File: config.mk
export PLATFORM = sky130hd
export DESIGN_NAME = dual_wheel_pwm_speed_controller
export DESIGN_NICKNAME = d
export VERILOG_FILES = /design/src/dwpsc_pkg.sv /design/src/dwpsc_div.sv /design/src/dwpsc_wheel.sv /design/src/dual_wheel_pwm_speed_controller.sv
export SDC_FILE = /design/constraint.sdc
export NUM_CORES = 1
export LEC_CHECK = 0
export BUFFER_PORTS_ARGS = -buffer_cell sky130_fd_sc_hd__buf_2
export CAP_MARGIN = 0
export CORE_MARGIN = 8
export CORE_UTILIZATION = 55
export CTS_CLUSTER_DIAMETER = 200
export DETAILED_ROUTE_END_ITERATION = 7
export PLACE_DENSITY = 0.84
export SLEW_MARGIN = 0
export SYNTH_ARGS = -nofsm -noshare
export SYNTH_HDL_FRONTEND = slang
export SYNTH_SLANG_ARGS = --single-unit
export TNS_END_PERCENT = 5
File: constraint.sdc
create_clock -name clk -period 20.9 [get_ports clk]
set_input_delay 2.09 -clock clk [delete_from_list [all_inputs] [get_ports clk]]
set_output_delay 2.09 -clock clk [all_outputs]
set_load 0.02 [all_outputs]
File: src/dwpsc_pkg.sv
// ----------------------------------------------------------------------------
// dwpsc_pkg
// Shared types and constants of the dual wheel PWM speed controller.
// ----------------------------------------------------------------------------
`default_nettype none

package dwpsc_pkg;

  localparam int SPEED_W = 16;
  localparam int PWM_W   = 10;
  localparam int ERR_W   = SPEED_W + 1;
  // 100 * 65535 fits in 23 bits
  localparam int DVD_W   = 23;
  localparam int IDX_W   = 3;

  localparam logic [PWM_W-1:0] EQ_CAP     = PWM_W'(256);
  localparam logic [PWM_W-1:0] TURN_UP    = PWM_W'(6);
  localparam logic [PWM_W-1:0] TURN_DOWN  = PWM_W'(2);
  localparam logic [PWM_W-1:0] STOP_DOWN  = PWM_W'(8);
  localparam logic signed [ERR_W-1:0] RAISE_THR = ERR_W'(5);
  localparam logic signed [ERR_W-1:0] LOWER_THR = -ERR_W'(10);

  typedef enum logic [IDX_W-1:0] {
    REG_FULL_SCALE    = 3'd0,
    REG_START_SPEED   = 3'd1,
    REG_PWM_RANGE     = 3'd2,
    REG_BOOST_PWM     = 3'd3,
    REG_MIN_MOTOR_PWM = 3'd4
  } reg_idx_t;

  typedef enum logic [1:0] {
    ST_IDLE,
    ST_DIV,
    ST_UPD
  } state_t;

  // Settings the per-wheel update logic needs
  typedef struct packed {
    logic [SPEED_W-1:0] start_speed;
    logic [PWM_W-1:0]   pwm_range;
    logic [PWM_W-1:0]   boost_pwm;
    logic [PWM_W-1:0]   min_motor_pwm;
  } wheel_cfg_t;

  // Per-tick flags shared by both wheels
  typedef struct packed {
    logic turning;
    logic both_zero;
  } tick_ctl_t;

endpackage

`default_nettype wire

File: src/dwpsc_div.sv
// ----------------------------------------------------------------------------
// dwpsc_div
// Restoring divider, one quotient bit per cycle through a shift register.
// ----------------------------------------------------------------------------
`default_nettype none

module dwpsc_div #(
  parameter int DVD_W = 23,
  parameter int DVS_W = 16
) (
  input  wire logic             clk,
  input  wire logic             rst_n,
  input  wire logic             start,
  input  wire logic [DVD_W-1:0] dividend,
  input  wire logic [DVS_W-1:0] divisor,
  output logic                  done,
  output logic [DVD_W-1:0]      quotient
);

  localparam int CNT_W = $clog2(DVD_W + 1);

  logic             busy_r;
  logic             done_r;
  logic [CNT_W-1:0] cnt_r;
  logic [DVS_W-1:0] rem_r;
  logic [DVS_W-1:0] rem_nxt;
  logic [DVD_W-1:0] quo_r;
  logic [DVS_W:0]   trial;
  logic [DVS_W:0]   diff;
  logic             ge;

  always_comb begin
    trial   = {rem_r, quo_r[DVD_W-1]};
    diff    = trial - {1'b0, divisor};
    ge      = (trial >= {1'b0, divisor});
    // remainder stays below the divisor, so it fits DVS_W bits either way
    rem_nxt = ge ? diff[DVS_W-1:0] : trial[DVS_W-1:0];
  end

  always_ff @(posedge clk) begin
    if (!rst_n) begin
      busy_r <= 1'b0;
      done_r <= 1'b0;
      cnt_r  <= '0;
    end else begin
      done_r <= 1'b0;
      if (start) begin
        busy_r <= 1'b1;
        cnt_r  <= CNT_W'(DVD_W);
      end else if (busy_r) begin
        cnt_r <= cnt_r - CNT_W'(1);
        if (cnt_r == CNT_W'(1)) begin
          busy_r <= 1'b0;
          done_r <= 1'b1;
        end
      end
    end
  end

  // shift dividend bits out at the top, quotient bits in at the bottom
  always_ff @(posedge clk) begin
    if (start) begin
      rem_r <= '0;
      quo_r <= dividend;
    end else if (busy_r) begin
      rem_r <= rem_nxt;
      quo_r <= {quo_r[DVD_W-2:0], ge};
    end
  end

  assign done     = done_r;
  assign quotient = quo_r;

endmodule

`default_nettype wire

File: src/dwpsc_wheel.sv
// ----------------------------------------------------------------------------
// dwpsc_wheel
// Duty update of one wheel: step selection, start boost, raise, lower, cutoff.
// ----------------------------------------------------------------------------
`default_nettype none

module dwpsc_wheel (
  input  wire dwpsc_pkg::wheel_cfg_t                   cfg,
  input  wire dwpsc_pkg::tick_ctl_t                    ctl,
  input  wire logic [dwpsc_pkg::PWM_W-1:0]             duty,
  input  wire logic [dwpsc_pkg::SPEED_W-1:0]           target,
  input  wire logic signed [dwpsc_pkg::ERR_W-1:0]      err,
  input  wire logic [dwpsc_pkg::DVD_W-1:0]             quo_up,
  input  wire logic [dwpsc_pkg::DVD_W-1:0]             quo_down,
  output logic [dwpsc_pkg::PWM_W-1:0]                  duty_new,
  output logic                                         boost
);

  logic [dwpsc_pkg::PWM_W-1:0] up;
  logic [dwpsc_pkg::PWM_W-1:0] down;
  logic [dwpsc_pkg::PWM_W:0]   sum;
  logic [dwpsc_pkg::PWM_W-1:0] d;

  always_comb begin
    // a step beyond the range counts as no step
    up   = (quo_up > dwpsc_pkg::DVD_W'(cfg.pwm_range)) ? '0
                                                         : quo_up[dwpsc_pkg::PWM_W-1:0];
    down = (quo_down > dwpsc_pkg::DVD_W'(cfg.pwm_range)) ? '0
                                                           : quo_down[dwpsc_pkg::PWM_W-1:0];
    if (ctl.turning) begin
      up   = dwpsc_pkg::TURN_UP;
      down = dwpsc_pkg::TURN_DOWN;
    end
    if (ctl.both_zero) begin
      down = dwpsc_pkg::STOP_DOWN;
    end

    sum   = {1'b0, duty} + {1'b0, up};
    d     = duty;
    boost = 1'b0;
    if (duty == '0 && target >= cfg.start_speed) begin
      d     = cfg.boost_pwm;
      boost = 1'b1;
    end else if (err > dwpsc_pkg::RAISE_THR) begin
      d = (sum > {1'b0, cfg.pwm_range}) ? cfg.pwm_range : sum[dwpsc_pkg::PWM_W-1:0];
    end else if (err < dwpsc_pkg::LOWER_THR) begin
      d = (duty > down) ? duty - down : '0;
    end

    // switch off a slow-target wheel below the motor's useful duty
    duty_new = (d < cfg.min_motor_pwm && target < cfg.start_speed) ? '0 : d;
  end

endmodule

`default_nettype wire

File: src/dual_wheel_pwm_speed_controller.sv
// ----------------------------------------------------------------------------
// dual_wheel_pwm_speed_controller
// Two-wheel PWM duty regulator driven by per-tick target and measured speeds.
// ----------------------------------------------------------------------------
// Each input item carries target and measured speeds of wheels A and B plus a
// turning flag; the block returns one item with both new duties and the start
// boost flags. Items are handled one at a time. The four bit-serial dividers
// that scale the speed error by the full-scale speed load at the accepting
// edge and then take one quotient bit per cycle until all are done; the
// sequencer then leaves ST_DIV for ST_UPD, which writes the output register
// and so makes the result valid, and only after the return to ST_IDLE is the
// next item taken. A finished result waits in the output register while the
// next item is accepted; if it is still waiting when the next result is ready,
// the update and so the input stall until it is taken.
// Configuration writes are always taken and must only happen while no item is
// in flight.
`default_nettype none

module dual_wheel_pwm_speed_controller (
  input  wire logic        clk,
  input  wire logic        rst_n,
  // input items
  input  wire logic        in_tvalid,
  output logic             in_tready,
  input  wire logic [63:0] in_tdata,  // target_a, target_b, measured_a, measured_b
  input  wire logic        in_tuser,  // turning
  // result items
  output logic             out_tvalid,
  input  wire logic        out_tready,
  output logic [23:0]      out_tdata, // drive_a, drive_b, boost_a, boost_b, zero pad
  // configuration writes
  input  wire logic        cfg_valid,
  output logic             cfg_ready,
  input  wire logic [2:0]  cfg_index,
  input  wire logic [15:0] cfg_data
);

  localparam int SW = dwpsc_pkg::SPEED_W;
  localparam int PW = dwpsc_pkg::PWM_W;
  localparam int EW = dwpsc_pkg::ERR_W;
  localparam int DW = dwpsc_pkg::DVD_W;

  // configuration registers
  logic [SW-1:0] full_scale_r;
  logic [SW-1:0] start_speed_r;
  logic [PW-1:0] pwm_range_r;
  logic [PW-1:0] boost_pwm_r;
  logic [PW-1:0] min_motor_pwm_r;

  dwpsc_pkg::state_t state_r, state_nxt;

  logic [PW-1:0]        duty_a_r, duty_b_r;
  logic [SW-1:0]        tgt_a_r, tgt_b_r;
  logic signed [EW-1:0] err_a_r, err_b_r;
  logic                 turning_r;

  logic          out_tvalid_r;
  logic [PW-1:0] out_drive_a_r, out_drive_b_r;
  logic          out_boost_a_r, out_boost_b_r;

  logic                 accept;
  logic                 upd;
  logic [SW-1:0]        tgt_a, tgt_b, meas_a, meas_b;
  logic signed [EW-1:0] err_a, err_b;
  logic [SW-1:0]        mag_a, mag_b;
  logic [DW-1:0]        up_dvd_a, dn_dvd_a, up_dvd_b, dn_dvd_b;
  logic [SW-1:0]        divisor;
  logic [DW-1:0]        q_up_a, q_dn_a, q_up_b, q_dn_b;
  logic                 dn_up_a, dn_dn_a, dn_up_b, dn_dn_b;
  logic                 div_done;

  dwpsc_pkg::wheel_cfg_t wcfg;
  dwpsc_pkg::tick_ctl_t  ctl;
  logic [PW-1:0]         eq_max, duty_a_eq, duty_b_eq;
  logic [PW-1:0]         new_a, new_b;
  logic                  boost_a, boost_b;

  assign in_tready = (state_r == dwpsc_pkg::ST_IDLE);
  assign accept    = in_tvalid && in_tready;
  assign cfg_ready = 1'b1;

  always_comb begin
    tgt_a  = in_tdata[15:0];
    tgt_b  = in_tdata[31:16];
    meas_a = in_tdata[47:32];
    meas_b = in_tdata[63:48];
    err_a  = $signed({1'b0, tgt_a}) - $signed({1'b0, meas_a});
    err_b  = $signed({1'b0, tgt_b}) - $signed({1'b0, meas_b});
    // |err| is at most 65535
    mag_a  = err_a[EW-1] ? SW'(-err_a) : err_a[SW-1:0];
    mag_b  = err_b[EW-1] ? SW'(-err_b) : err_b[SW-1:0];
    // 100 = 64 + 32 + 4, 60 = 64 - 4
    up_dvd_a = (DW'(mag_a) << 6) + (DW'(mag_a) << 5) + (DW'(mag_a) << 2);
    dn_dvd_a = (DW'(mag_a) << 6) - (DW'(mag_a) << 2);
    up_dvd_b = (DW'(mag_b) << 6) + (DW'(mag_b) << 5) + (DW'(mag_b) << 2);
    dn_dvd_b = (DW'(mag_b) << 6) - (DW'(mag_b) << 2);
    divisor  = (full_scale_r == '0) ? SW'(1) : full_scale_r;
  end

  dwpsc_div #(.DVD_W(DW), .DVS_W(SW)) u_div_up_a (
    .clk(clk), .rst_n(rst_n), .start(accept), .dividend(up_dvd_a),
    .divisor(divisor), .done(dn_up_a), .quotient(q_up_a)
  );

  dwpsc_div #(.DVD_W(DW), .DVS_W(SW)) u_div_dn_a (
    .clk(clk), .rst_n(rst_n), .start(accept), .dividend(dn_dvd_a),
    .divisor(divisor), .done(dn_dn_a), .quotient(q_dn_a)
  );

  dwpsc_div #(.DVD_W(DW), .DVS_W(SW)) u_div_up_b (
    .clk(clk), .rst_n(rst_n), .start(accept), .dividend(up_dvd_b),
    .divisor(divisor), .done(dn_up_b), .quotient(q_up_b)
  );

  dwpsc_div #(.DVD_W(DW), .DVS_W(SW)) u_div_dn_b (
    .clk(clk), .rst_n(rst_n), .start(accept), .dividend(dn_dvd_b),
    .divisor(divisor), .done(dn_dn_b), .quotient(q_dn_b)
  );

  assign div_done = dn_up_a & dn_dn_a & dn_up_b & dn_dn_b;

  // equalize both wheels when both targets are zero
  always_comb begin
    ctl.turning   = turning_r;
    ctl.both_zero = (tgt_a_r == '0) && (tgt_b_r == '0);
    eq_max        = (duty_a_r > duty_b_r) ? duty_a_r : duty_b_r;
    if (eq_max > dwpsc_pkg::EQ_CAP) begin
      eq_max = dwpsc_pkg::EQ_CAP;
    end
    duty_a_eq = ctl.both_zero ? eq_max : duty_a_r;
    duty_b_eq = ctl.both_zero ? eq_max : duty_b_r;

    wcfg.start_speed   = start_speed_r;
    wcfg.pwm_range     = pwm_range_r;
    wcfg.boost_pwm     = boost_pwm_r;
    wcfg.min_motor_pwm = min_motor_pwm_r;
  end

  dwpsc_wheel u_wheel_a (
    .cfg(wcfg), .ctl(ctl), .duty(duty_a_eq), .target(tgt_a_r), .err(err_a_r),
    .quo_up(q_up_a), .quo_down(q_dn_a), .duty_new(new_a), .boost(boost_a)
  );

  dwpsc_wheel u_wheel_b (
    .cfg(wcfg), .ctl(ctl), .duty(duty_b_eq), .target(tgt_b_r), .err(err_b_r),
    .quo_up(q_up_b), .quo_down(q_dn_b), .duty_new(new_b), .boost(boost_b)
  );

  // sequencer
  always_comb begin
    state_nxt = state_r;
    upd       = 1'b0;
    case (state_r)
      dwpsc_pkg::ST_IDLE: begin
        if (accept) begin
          state_nxt = dwpsc_pkg::ST_DIV;
        end
      end
      dwpsc_pkg::ST_DIV: begin
        if (div_done) begin
          state_nxt = dwpsc_pkg::ST_UPD;
        end
      end
      dwpsc_pkg::ST_UPD: begin
        // hold until the output register is free
        if (!out_tvalid_r || out_tready) begin
          upd       = 1'b1;
          state_nxt = dwpsc_pkg::ST_IDLE;
        end
      end
      default: begin
        state_nxt = dwpsc_pkg::ST_IDLE;
      end
    endcase
  end

  always_ff @(posedge clk) begin
    if (!rst_n) begin
      state_r <= dwpsc_pkg::ST_IDLE;
    end else begin
      state_r <= state_nxt;
    end
  end

  always_ff @(posedge clk) begin
    if (!rst_n) begin
      full_scale_r    <= SW'(1000);
      start_speed_r   <= SW'(100);
      pwm_range_r     <= PW'(1023);
      boost_pwm_r     <= PW'(600);
      min_motor_pwm_r <= PW'(300);
    end else if (cfg_valid && cfg_ready) begin
      case (cfg_index)
        dwpsc_pkg::REG_FULL_SCALE:    full_scale_r    <= cfg_data;
        dwpsc_pkg::REG_START_SPEED:   start_speed_r   <= cfg_data;
        dwpsc_pkg::REG_PWM_RANGE:     pwm_range_r     <= cfg_data[PW-1:0];
        dwpsc_pkg::REG_BOOST_PWM:     boost_pwm_r     <= cfg_data[PW-1:0];
        dwpsc_pkg::REG_MIN_MOTOR_PWM: min_motor_pwm_r <= cfg_data[PW-1:0];
        default: ;
      endcase
    end
  end

  always_ff @(posedge clk) begin
    if (!rst_n) begin
      duty_a_r     <= '0;
      duty_b_r     <= '0;
      out_tvalid_r <= 1'b0;
    end else begin
      if (upd) begin
        duty_a_r     <= new_a;
        duty_b_r     <= new_b;
        out_tvalid_r <= 1'b1;
      end else if (out_tready) begin
        out_tvalid_r <= 1'b0;
      end
    end
  end

  always_ff @(posedge clk) begin
    if (accept) begin
      tgt_a_r   <= tgt_a;
      tgt_b_r   <= tgt_b;
      err_a_r   <= err_a;
      err_b_r   <= err_b;
      turning_r <= in_tuser;
    end
    if (upd) begin
      out_drive_a_r <= new_a;
      out_drive_b_r <= new_b;
      out_boost_a_r <= boost_a;
      out_boost_b_r <= boost_b;
    end
  end

  assign out_tvalid = out_tvalid_r;
  assign out_tdata  = {2'b00, out_boost_b_r, out_boost_a_r, out_drive_b_r, out_drive_a_r};

endmodule

`default_nettype wire
### Yosys cells after proc, flatten, opt, wreduce, memory -nomap -nowiden

Cells that the tools add are included.

| cells by class | value |
|---|---|
| $lt $le $gt $ge | 24 |
| bitwise gates (word level) | 8 |
| muxes and demuxes | 75 |
| add/subtract/negate cells | 22 |
| reduce and logical (&&, ||, !) cells | 31 |
| equality and inequality tests | 13 |

Operators with widths:

| operator | number |
|---|---|
| 10-bit 2-to-1 mux | 26 |
| 23-bit 2-to-1 mux | 8 |
| 16-bit 2-to-1 mux | 7 |
| 23-bit by 10-bit > comparator with 1-bit output | 4 |
| 17-bit by 16-bit greater-or-equal comparator with 1-bit output | 4 |
| 16-bit subtractor | 4 |
| 16-bit zero test | 3 |
| 22-bit by 21-bit adder with 23-bit output | 2 |
| 23-bit by 18-bit adder with 23-bit output | 2 |
| 22-bit by 18-bit subtractor with 23-bit output | 2 |
| 5-bit 2-to-1 mux | 8 |
| 17-bit by 4-bit > comparator with 1-bit output, second input constant | 2 |
| 17-bit by 5-bit less-than comparator with 1-bit output, second input constant | 2 |
| 16-bit by 16-bit subtractor with 17-bit output | 2 |
| 16-bit greater-or-equal comparator | 2 |
| 16-bit less-than comparator | 2 |
| 16-bit negation | 2 |
| 10-bit > comparator | 3 |
| 10-bit by 10-bit adder with 11-bit output | 2 |
| 11-bit by 10-bit > comparator with 1-bit output | 2 |
| 1-bit 2-to-1 mux | 22 |
| 5-bit by 1-bit == test with 1-bit output, second input constant | 4 |
| 10-bit zero test | 2 |
| 10-bit less-than comparator | 2 |
| 24 further kinds | 54 |

| storage, ports and cells | value |
|---|---|
| bits in registers | 358 |
| bits of input ports | 89 |
| output and inout bits | 27 |
| word-level logic and storage cells | 215 |

### Logic depth before layout (Yosys ltp)

| depth | value |
|---|---|
| depth after elaboration | 13 |
| gate-level depth with buffers | 43 |
| depth with buffers taken out | 41 |

### By module

From an unflattened synthesis, not the netlist that was laid out.

| unflattened totals | value |
|---|---|
| cells, all modules | 3550 |
| area, all modules | 30897.1 µm² |

By module, submodules not included:

| module | times used | area each (µm²) | seq. area each (µm²) | cells an instance |
|---|---|---|---|---|
| dual_wheel_pwm_speed_controller | 1 | 13446.6 | 4374.2 | 1548 |
| dwpsc_div | 4 | 2869.0 | 1151.1 | 302 |
| dwpsc_wheel (u_wheel_b) | 1 | 3020.4 | 0.0 | 393 |
| dwpsc_wheel (u_wheel_a) | 1 | 2954.1 | 0.0 | 401 |

### Worst setup path after synthesis

Ideal clock, no wire load.

| timing | value |
|---|---|
| kind | register to register |
| from | reg duty_b_r[5] |
| to | reg out_drive_b_r[4] (data pin) |
| period minus slack after synthesis | 8.301 ns |
| setup time | 0.265 ns |
| cell stages (with the launch flop) | 39 |
| path slack | 12.599 ns |
| arrival | 8.037 ns |
| data required time | 20.635 ns |
| buffers on the path | 2 |
| path through | dfxtp_1 -> inv_1 -> ha_1 -> a21oi_1 -> o21ai_1 -> a2111oi_4 -> nor2_1 -> o21a_1 -> o21ai_0 -> inv_1 -> fa_1 -> inv_1 -> o41ai_2 -> a21oi_1 -> o221ai_1 -> xnor2_1 -> ha_1 -> a21o_1 -> [... 3 more ...] -> nor4b_4 -> clkbuf_1 -> o21ai_0 -> o221ai_1 -> inv_1 -> ha_1 -> a21o_1 -> a21o_1 -> a21o_1 -> a21o_1 -> a21oi_1 -> nor2b_1 -> o21ai_0 -> or4bb_1 -> nand2b_1 -> a211oi_2 -> buf_6 -> nor2_1 |

| on the way | value |
|---|---|
| word-level cells in the longest chain between the ends | 13 |
| elaborated cells on any way between the ends | 19 |
| classes of those cells | add/sub: 2; order compare: 5; mux: 9; reduce/logical: 3 |

RTL lines:

| element | line | RTL |
|---|---|---|
| start: declaration | dual_wheel_pwm_speed_controller.sv:52 | `logic [PW-1:0] duty_a_r, duty_b_r;` |
| start signal: assignment | dual_wheel_pwm_speed_controller.sv:212 | `duty_b_r <= new_b;` |
| 10-bit > comparator | dual_wheel_pwm_speed_controller.sv:126 | `eq_max = (duty_a_r > duty_b_r) ? duty_a_r : duty_b_r;` |
| 10-bit 2-to-1 mux | dual_wheel_pwm_speed_controller.sv:126 |  |
| 10-bit by 9-bit > comparator with 1-bit output | dual_wheel_pwm_speed_controller.sv:127 | `if (eq_max > dwpsc_pkg::EQ_CAP) begin` |
| 10-bit 2-to-1 mux | dual_wheel_pwm_speed_controller.sv:127 |  |
| 10-bit 2-to-1 mux (*) | dual_wheel_pwm_speed_controller.sv:131 | `duty_b_eq = ctl.both_zero ? eq_max : duty_b_r;` |
| 10-bit by 10-bit adder with 11-bit output, or another cell as far along | dwpsc_wheel.sv:38 | `sum = {1'b0, duty} + {1'b0, up};` |
| 11-bit by 10-bit > comparator with 1-bit output or 10-bit 2-to-1 mux (tied branches) | dwpsc_wheel.sv:45, dwpsc_wheel.sv:47 |  |
| 10-bit 2-to-1 mux, on equally long branches | dwpsc_wheel.sv:45, dwpsc_wheel.sv:46 |  |
| 10-bit 2-to-1 mux | dwpsc_wheel.sv:44 | `end else if (err > dwpsc_pkg::RAISE_THR) begin` |
| 10-bit 2-to-1 mux (*) | dwpsc_wheel.sv:41 | `if (duty == '0 && target >= cfg.start_speed) begin` |
| 10-bit less-than comparator | dwpsc_wheel.sv:51 | `duty_new = (d < cfg.min_motor_pwm && target < cfg.start_speed) ? '0 : d;` |
| 1-bit logical AND | dwpsc_wheel.sv:51 |  |
| 10-bit 2-to-1 mux (*) | dwpsc_wheel.sv:51 |  |
| via new_b[4] | dual_wheel_pwm_speed_controller.sv:75 | `logic [PW-1:0] new_a, new_b;` |
| end signal: assignment | dual_wheel_pwm_speed_controller.sv:230 | `out_drive_b_r <= new_b;` |
| end: declaration | dual_wheel_pwm_speed_controller.sv:58 | `logic [PW-1:0] out_drive_a_r, out_drive_b_r;` |

The timed path passes the listed nets; every way through them passes the cells marked *.
A chain may end at the register's enable or synchronous reset.

### Worst setup path in the final report

| timing | value |
|---|---|
| from | reg duty_b_r[5] |
| to | reg out_drive_b_r[8] (data pin) |

Same word-level chain as after synthesis.

==> metrics.md <==
| Metric | Value |
|---|---|
| Buffers & Inverters on Critical Path | 2 |
| Final antenna-violating net count | 0 |
| Min Tclk post-route | 10.15 ns |
| Sequential fraction of the synthesis area | 0.3053 |
| Hpwl dp | 63760 microns |
| Initial antenna violation count | 0 |
| Commonest non-fill, non-tap cells in the layout | nand2_1 (410), ha_1 (340), inv_1 (309) |
| Top cell by count, worst path | a21o_1 |
| Critical path launch point type | flop |
| Boundary pin count | around 120 |
| Share of cells above drive strength 1 | 0.08191 |
| Hold_sp | u_div_up_a.rem_r[15] |
| Synth Register Bits | 356 |
| Die ar. | 60750 sq um |
| Via count | 26350 |
| Setup Skew | ~0.026 ns |
| Max-slew violations | 0 |
| Vias in the first global route | 24957 |
| DR iter-0 viols | roughly 2800 |
| Peak VDD IR | 61.00 uV |
| Gp weighted congestion | 0.9955 |
| Levels on crit path | 35 |
| Layout Nets | 3949 |
| Post-Route WL | 83460 microns |
| Final setup viols | 0 |
| Compound-Gate Fraction of Synth Area | 0.2090 |
| H-tree Lvls | 2 |
| Placed Instance Area | between 30000 and 40000 sq um |
| Simple-gate portion of the synthesized area | 0.1866 |
| Post-CTS Hold Buffers | 0 |
| Drt wl/cell | 19.85 microns |
| Yosys warning count | 0 |
| WP data required | 21.18 ns |
| RSZ-0062 raised after global routing | no |
| Clock Latency Late Sink | 0.57 ns |
| Critical Path Slowest Stage Cell | a211oi_2 |
| # DRC | 0 |
| Area contributors post-synth | edfxtp_1 (18%), ha_1 (15%), dfxtp_1 (12%) |
| FMAX | approximately 100 MHz |
| Worst Hold Endpoint | u_div_up_a.rem_r[15] |
| Global route overflow | 0 |
| GRT Total Usage | 0.2673 |
| Largest net degree at the start of global routing | 107 |
| Commonest non-fill, non-tap cell in the layout | nand2_1 |
| Pre-CTS setup slack | approximately 11 ns |
| PnR worst setup slack | 10.75 ns |
| Buffers added on ports | about 110 |
| Worst Path Arrival | 10.43 ns |
| Core Rows | 84 |
| Worst slew margin | 0.1496 |
| CTS sink count | 356 |
| First-pass GRT wire length | around 130000 microns |
| Layout area overhead | 8.638% |
| Postcts setup bufs | 0 |
| CTS clk-pin slew, worst paths | roughly 0.06 ns |
| Worst-margin pin slew | 1.272 ns |
| Largest fanout on the critical path | 17 |
| Clk root buf | clkbuf_16 |
| Final Instance Area | 31740 sq um |
| Final period utilization | 0.4857 |
| Count of cell types in the netlist | 102 |
| R2R Path End | out_drive_b_r[8] |
| Die Ht | between 200 and 250 microns |
| Total power | 3.386 mW |
| Resized cells post-CTS | 0 |
| Pwr Density | 106.7 nW/um^2 |
| Largest family of logic cells by synthesized area | compound AO/OA/AOI/OAI gates |
| Main flop type after synthesis | edfxtp_1 |
| TNS Setup | 0 ns |
| Hold violation count in the final report | 0 |
| Worst Reg2Reg Path Length in Cells | 35 |
| P_leak | 13.83 nW |
| Router iterations before antenna repair | 7 |
| ANT cells | 0 |
| EDFF count, synth | 179 |
| Worst setup EP type | flop |
| Ys async rst share | 0 |
| Hold WC Path Type | flop to flop |
| Post-synthesis adder-cell area fraction | 0.1710 |
| CP Class | flop to flop |
| Number of max-cap violations | 0 |
| Xor/xnor share of the synthesized area | 0.05276 |
| Run status | complete, no violations |
| Delay-heaviest family, CP | compound AO/OA/AOI/OAI gates |
| Reg-to-reg startpoint | duty_b_r[5] |
| Mapped Cells | 3410 |
| Syn avg cell area | between 8 and 9 sq um |
| CTS tree | yes |
| Initial core utilization | 0.5559 |
| Cts bufs inserted | 41 |
| R2r setup slk | 10.75 ns |
| Largest area contributor in the netlist | edfxtp_1 |
| CTS max path bufs | 3 |
| Post-synthesis cell area | 29210 sq um |
| Chip width | 246.5 microns |
| Mux cell area share after synthesis | 0.02000 |
| Max incr delay on CP | 0.81 ns |
| Hold Crit Depth | 2 |
| Share of the synthesized area in the top cell type | 0.1840 |
| Core area | 52550 sq um |
| Via-to-Cell Ratio | around 6.3 |
## worst max-delay path by stage
stage	startpoint	slack [ns]	endpoint
after floorplan	duty_b_r[5]	12.60	out_drive_b_r[4]
after global placement	duty_b_r[5]	11.22	out_drive_b_r[4]
after detailed placement	duty_b_r[5]	10.94	out_drive_b_r[8]
after CTS	duty_b_r[5]	10.92	out_drive_b_r[8]
after global routing	duty_b_r[5]	9.98	out_drive_b_r[8]
final	duty_b_r[5]	10.75	out_drive_b_r[8]
## per-layer routing
layer / global-route usage / share of wire / vias to the layer above
met4: 0.1089 / 0.044 / 0
li1: - / - / 12603
met3: 0.04657 / 0.096 / 215
met2: 0.4131 / 0.43 / 1203
met5: 0 / 0 / -
met1: 0.3673 / 0.43 / 12329
## per-stage QoR
step / std cells / utilization / hold slack, ns
after floorplan: 3411 / - / 0.4183
after global placement: 4129 / 0.5791 / 0.4337
after detailed placement: 4129 / 0.5791 / 0.4429
after CTS: 4204 / 0.6040 / 0.4565
after global routing: 4204 / 0.6040 / 0.4749
final: 4204 / 0.6040 / 0.4526
## tightest hold or removal path, stage by stage, from the launching register on
cell,delay [ns]
dfxtp_1,0.32
nand2_1,0.04
o21ai_0,0.05
## synth_stat cells (all sizes together) (12+ instances only)
cell,n
nand2,412
ha,340
inv,314
o21ai,229
a21oi,205
nor2,205
edfxtp,179
dfxtp,177
xnor2,114
nor3,90
clkbuf,86
nand4,65
xor2,62
a21o,61
nand3,56
o211ai,52
o31ai,49
mux2i,46
nor2b,44
nor4,44
and3,39
fa,36
and2,34
a31oi,33
o21a,33
nand2b,30
a211oi,29
a21boi,23
or3,21
buf,19
or2,19
a2111oi,15
o41ai,14
nor4b,13
o221ai,13
a211o,12
a31o,12
## state kept, by name, summed over array words and instances (netlist names), 23 cells and up
name / cells
u_div_up_b.quotient: 23
u_div_dn_b.quotient: 23
u_div_up_a.quotient: 23
u_div_dn_a.quotient: 23
## power breakdown
group          total (mW)  switching, mW  internal (mW)
registers           0.989         0.0930          0.896
clock network       0.706          0.301          0.405
logic                1.69          0.984          0.708
total                3.39           1.38           2.01
## kinds of logic (layout without fill, tap and decap cells)
| family | after synthesis | in the layout |
|---|---|---|
| XOR/XNOR | 176 | 176 |
| multiplexers | 57 | 57 |
| AO/OA/AOI/OAI | 905 | 905 |
| buffers and inverters | 419 | 524 |
| AND/OR/NAND/NOR | 1117 | 1117 |
| flip-flops | 356 | 356 |
| other | 2 | 3 |
| adder cells (fa/ha/maj) | 378 | 378 |
## cell type report
cell class              count  area [sq um]
multi-input cells        2636         18740
flip-flops and latches    356          8919
well taps                 688         860.8
clock buffers              55          1161
fillers                  4511         20810
clock inverters            20         146.4
repair buffers            135         733.2
inverters                 314          1181
(Power assumes the default switching activity.)
